==> config.mk <==
export PLATFORM = sky130hd
export DESIGN_NAME = scfr_ram
export DESIGN_NICKNAME = d
export VERILOG_FILES = /design/src/rtl/core/scfr_ram.sv
export SDC_FILE = /design/constraint.sdc
export NUM_CORES = 1
export LEC_CHECK = 0
export BUFFER_PORTS_ARGS = -buffer_cell sky130_fd_sc_hd__buf_2
export CAP_MARGIN = 20
export CORE_ASPECT_RATIO = 0.8
export CORE_MARGIN = 5
export CORE_UTILIZATION = 25
export CTS_BUF_LIST = sky130_fd_sc_hd__clkbuf_8
export CTS_CLUSTER_DIAMETER = 200
export DETAILED_ROUTE_END_ITERATION = 6
export PLACE_DENSITY_LB_ADDON = 0.25
export SKIP_CTS_REPAIR_TIMING = 1
export SYNTH_ARGS = -nofsm -noshare
export SYNTH_HDL_FRONTEND = slang
export SYNTH_SLANG_ARGS = --single-unit
==> constraint.sdc <==
create_clock -name i_clk -period 4.5 [get_ports i_clk]
set_input_delay 0.45 -clock i_clk [delete_from_list [all_inputs] [get_ports i_clk]]
set_output_delay 0.45 -clock i_clk [all_outputs]
set_load 0.01 [all_outputs]
==> src/rtl/core/scfr_ram.sv <==
// Generic single-write, single-read RAM with registered read data.
module scfr_ram #(
    parameter int WIDTH = 8,
    parameter int DEPTH = 16
) (
    input  logic                     i_clk,
    input  logic                     i_we,
    input  logic [$clog2(DEPTH)-1:0] i_waddr,
    input  logic [WIDTH-1:0]         i_wdata,
    input  logic                     i_re,
    input  logic [$clog2(DEPTH)-1:0] i_raddr,
    output logic [WIDTH-1:0]         o_rdata
);

    logic [WIDTH-1:0] r_mem [DEPTH];
    logic [WIDTH-1:0] r_rdata;

    // Write port
    always_ff @(posedge i_clk) begin
        if (i_we) begin
            r_mem[i_waddr] <= i_wdata;
        end
    end

    // Registered read, old data on a same-address write
    always_ff @(posedge i_clk) begin
        if (i_re) begin
            r_rdata <= r_mem[i_raddr];
        end
    end

    assign o_rdata = r_rdata;

endmodule

==> results of run 1 <==
-- power groups by stage --
stage	clock [mW]	combinational [mW]	sequential, mW
2_1_floorplan	0	0.0720	1.46
3_3_place_gp	0	0.134	1.46
3_5_place_dp	0	0.139	1.46
4_1_cts	0.939	0.139	1.43
5_1_grt	0.991	0.148	1.43
6_report	0.924	0.136	1.43
-- area by class of cell --
type                            instances  share of cell area (%)
Sequential cell                       136                    67.2
Multi-Input combinational cell         83                    17.6
Tap cell                              269                    5.54
Timing Repair Buffer                   36                    3.89
Clock buffer                           17                    3.85
Clock inverter                         14                    1.96
-- cell usage in the layout (no fill, tap or decap), types with 2 or more instances in the layout --
| cell | count |
|---|---|
| edfxtp_1 | 136 |
| buf_2 | 26 |
| mux4_2 | 18 |
| clkbuf_8 | 17 |
| a22oi_1 | 16 |
| mux4_1 | 14 |
| nor2_1 | 13 |
| nand2_1 | 9 |
| clkinv_2 | 5 |
| buf_6 | 5 |
| buf_4 | 4 |
| inv_1 | 3 |
| nand3b_1 | 2 |
| nor3_1 | 2 |
| nand2b_1 | 2 |
| nor3_2 | 2 |
| clkinv_1 | 2 |
| clkinvlp_4 | 2 |
| bufinv_16 | 2 |
-- worst max path at each step --
| stage | end |
|---|---|
| floorplan | r_mem[0][0]$_DFFE_PP_ |
| global placement | o_rdata[5]$_DFFE_PP_ |
| detailed placement | o_rdata[5]$_DFFE_PP_ |
| CTS | o_rdata[5]$_DFFE_PP_ |
| global route | o_rdata[5]$_DFFE_PP_ |
| finish | o_rdata[5]$_DFFE_PP_ |
-- critical path, cell delays in order --
cell and delay [ps]:
buf_2 440, buf_12 270, mux4_1 570, a22oi_1 280
nand2_1 100
-- metrics by stage --
stage / instances / hold WS [ps] / total power [mW] / utilization, %
2_1_floorplan: 229 / 549 / 1.53 / -
3_3_place_gp: 516 / 743 / 1.59 / 27.3
3_5_place_dp: 523 / 751 / 1.60 / 27.7
4_1_cts: 554 / 368 / 2.51 / 29.4
5_1_grt: 555 / 364 / 2.57 / 29.4
6_report: 555 / 399 / 2.49 / 29.4
-- kinds of logic after synthesis --
| kind of cell | count (synthesis) | synth area share (%) |
|---|---|---|
| and+or+nand+nor | 35 | 3.14 |
| DFF | 136 | 78.1 |
| buffers and inverters | 10 | 1.65 |
| muxes | 32 | 14.8 |
| AOI/OAI and AO/OA | 16 | 2.30 |
-- routing by layer --
metal | routed length, um | GRT usage [%] | vias to the layer above
li1 | - | - | 1065
met1 | 5740 | 14.8 | 1255
met2 | 5510 | 15.2 | 56
met3 | 524 | 2.78 | 11
met4 | 132 | 3.63 | 0
met5 | 0 | 0 | -
-- state kept, by name, summed over array words and instances, names as in the netlist --
name / cells
r_mem: 128
o_rdata: 8
==> flow_summary.toml, run 1 <==
[run_status]
status = "complete, no violations"

[floorplanning]
pin_count = 27
rows = 47
die_y_um = 139
initial_utilization_pct = 25.3
die-area_sq_um = 23900
die_x_um = 172
core-area_sq_um = 20600

[yosys]
synth_edf_count = 136
synth_nets = 248
ys_types = 18
synth-seq-area-share_pct = 78.1
netlist_instances = 229
synth_top_area_share_pct = 78.1
synthTopCellsByArea = "edfxtp_1, mux4_2, mux4_1"
ys_ff_latch = 136
async_flop_share_pct = 0
yosysTopAreaCell = "edfxtp_1"
yosysMostFrequentCell = "edfxtp_1"
avgSynthCellArea_sq_um = 22.8
syn_area_sq_um = 5230
yosys-top-cells-count = "edfxtp_1, mux4_2, a22oi_1, mux4_1, nor2_1"
synth_ff_type = "edfxtp_1"
yosys_warnings = 0

[worst_setup_path]
critPathMaxFanout = 18
arrival_ps = 2140
worst-setup-path-type = "in -> reg"
regToRegStartpoint = "r_mem[0][5]$_DFFE_PP_"
startpoint_type = "input port"
reg2reg_setup_slack_ps = 3000
worstRegToRegCells = 3
cp.required_ps = 4670
worstSetupEndpointType = "flip-flop"
r2r_end = "o_rdata[5]$_DFFE_PP_"
cp-startpoint = "i_raddr[0]"

[placement]
placed_cell_area_sq_um = 5720
io_buffers = 26
place_ws_ps = 2070
post-dp-hpwl_mm = 7.72
gp_congestion = 0.704

[power_and_ir_drop]
pwr-share-seq_pct = 57.5
swShare_pct = 21.7
clockPowerShare_pct = 37.1
power.switching_mw = 0.540
comb_power_share_pct = 5.4
internal_power_mw = 1.95
powerDensity_nw_per_um2 = 410
p_leak_nw = 1.96
ir_drop_v = 0.000179

[detailed_routing]
ant_nets = 0
drc = 0
wirelength_mm = 11.9
vias = 2387
wl_per_cell_um = 21.5
dr.pass1.iters = 4
drt_iter0_drc = 230
routed_via_density = 4.30

[cts]
clock_latency_ps = 420
cts_sinks = 136
cts-buffers-inserted = 17
cts.clk_slew.worst_paths_ps = 70
max-clock-path-buffers = 2
clockRootBuffer = "clkbuf_8"
h-tree-depth = 4
cts_tree = "built"

[hold_path]
min_from = "i_re"
min_path_type = "in -> reg"
min_path_cells = 1
min_to = "o_rdata[2]$_DFFE_PP_"

[final_layout]
regArea_sq_um = 4080
fin_area_sq_um = 6080
drive_gt1_share_pct = 29.0
syn_to_final_growth_pct = 16.3
multi_input_area_sq_um = 1070
diodes = 0
fillers = 2011
fin_nets = 293

[sta]
clock.fmax_mhz = 508
tns_ps = 0
drv_slew = 0
finalClockSkew_ps = 6.50
worst_pin_slew_ps = 964
hold_viol_final = 0
fin_ws_ps = 2530
relSlewSlack_pct = 35.5
period_needed_ps = 1970
finalSetupViolCount = 0
rsz0062_at_grt = "false"
fin_crit_sh_pct = 43.8

[grt]
grt_pass1_wl_mm = 17.6
grt_max_degree = 33
grt_overflow = 0
grt_pass1_vias = 2604
grt_use_total_pct = 10.3
antenna_found_initial = 0

[job]
cap_violations = 0
(Power assumes the default switching activity.)
==> run 2: changes to the inputs <==
clock period = 1.63 ns   (was 4.5 ns; I/O delays follow)
==> run 2 against run 1 <==
Die area stayed put; count of clock-buffer cells in the layout unchanged; critical path depth decreased by 2; final cell count up 2.9%; worst hold slack got worse by 290 ps; largest power group unchanged.
==> flow_summary.toml, run 2 (synthesis results as in run 1) <==
[sta]
rsz0062_at_grt = "false"
fin_crit_sh_pct = 90.7
clock.fmax_mhz = 677
worst_pin_slew_ps = 798
drv_slew = 0
holdWs_ps = 107
finalClockSkew_ps = 10.6
tns_ps = 0
hold_viol_final = 0
relSlewSlack_pct = 46.7
period_needed_ps = 1480
finalSetupViolCount = 0

[power_and_ir_drop]
internal_power_mw = 5.46
ir_drop_v = 0.000441
p_leak_nw = 2.03
power.switching_mw = 1.57
comb_power_share_pct = 5.5
power_mw = 7.02
clockPowerShare_pct = 38.1
swShare_pct = 22.3
pwr-share-seq_pct = 56.3
powerDensity_nw_per_um2 = 1130

[floorplanning]
die_x_um = 172
pin_count = 27
initial_utilization_pct = 25.3
core-area_sq_um = 20600
die-area_sq_um = 23900
rows = 47
die_y_um = 139

[detailed_routing]
routed_via_density = 4.31
drt_iter0_drc = 149
ant_nets = 0
dr.pass1.iters = 4
wl_per_cell_um = 19.9
drc = 0
vias = 2462
wirelength_mm = 11.4

[worst_setup_path]
crit_buf_inv = 0
crit_chain = "mux4_2, a22oi_1, nand2_1"
worstSetupEndpointType = "flip-flop"
worst-setup-path-type = "reg -> reg"
critPathMaxFanout = 1
cpPeakStageDelay_ps = 510
cp_slowest_cell = "mux4_2"
cp.required_ps = 1810
arrival_ps = 1660
crit_family = "multiplexers"
startpoint_type = "flip-flop"

[cts]
cts_tree = "built"
clockRootBuffer = "clkbuf_8"
cts.clk_slew.worst_paths_ps = 80
cts_sinks = 136
cts-buffers-inserted = 17
clock_latency_ps = 430
h-tree-depth = 4
max-clock-path-buffers = 2

[final_layout]
final_util_pct = 30.1
final_common_cell = "edfxtp_1"
diodes = 0
top_register = "r_mem"
drive_gt1_share_pct = 33.8
fillers = 2001
syn_to_final_growth_pct = 18.8
largest_register_ffs = 128
final_cells = 571
fin_nets = 308
layout_common_cells = "edfxtp_1, buf_2, buf_4"

[grt]
grt_max_degree = 22
antenna_found_initial = 0
grt_use_total_pct = 9.98
grt_pass1_vias = 2605
grt_overflow = 0
grt_pass1_wl_mm = 17.0

[hold_path]
min_path_type = "in -> reg"

[placement]
io_buffers = 26
dp.cells = 539
gp_congestion = 0.688
post-dp-hpwl_mm = 7.48

[run_status]
status = "complete, no violations"

[job]
cap_violations = 0
==> run 2: cell count changes in the layout (fill, tap and decap cells not counted), moves of 2 or more <==
cell / before / now
inv_6: 0 / 4
buf_4: 4 / 23
inv_1: 3 / 0
clkinvlp_4: 2 / 5
buf_6: 5 / 0
clkinv_2: 5 / 3
==> run 2: final cells by class <==
class / instances / area [sq um] / area share, %
clock buffer: 17 / 234 / 3.77
clock inverter: 15 / 151 / 2.44
multi-input combinational: 83 / 1060 / 17.1
sequential: 136 / 4080 / 65.8
tap: 269 / 337 / 5.42
timing repair buffer: 51 / 343 / 5.52
==> run 2: power groups by stage <==
stage / Sequential (mW) / Clock, mW / Combinational [mW]
floorplan: 4.04 / 0 / 0.199
global placement: 4.03 / 0 / 0.393
detailed placement: 4.04 / 0 / 0.399
CTS: 3.96 / 2.75 / 0.400
global route: 3.96 / 2.93 / 0.427
finish: 3.96 / 2.68 / 0.390
==> run 2: path summary, 6_finish.rpt <==
| path | startpoint | to | slack, ps | cells after the start |
|---|---|---|---|---|
| worst max-delay path | r_mem[6][7]$_DFFE_PP_ | o_rdata[7]$_DFFE_PP_ | 150 | 3 |
| worst min-delay path | i_re | o_rdata[2]$_DFFE_PP_ | 110 | 1 |
| worst max register to register | r_mem[6][7]$_DFFE_PP_ | o_rdata[7]$_DFFE_PP_ | 150 | 3 |
| worst min register to register | r_mem[13][7]$_DFFE_PP_ | o_rdata[7]$_DFFE_PP_ | 760 | 3 |
==> run 2: per-stage QoR <==
stage	area (sq um)	setup WS, ps
final	6210	152
after global routing	6210	81.7
after CTS	6210	113
after detailed placement	5830	-149
after global placement	5830	-137
after floorplan	5230	185
==> run 2: layer usage <==
| metal | share of wire (%) | vias to the layer above | track usage (%) |
|---|---|---|---|
| met2 | 44 | 54 | 14.3 |
| met4 | 1.1 | 0 | 3.13 |
| met3 | 3.4 | 10 | 2.86 |
| met5 | 0 | - | 0 |
| li1 | - | 1101 | - |
| met1 | 51 | 1297 | 14.7 |
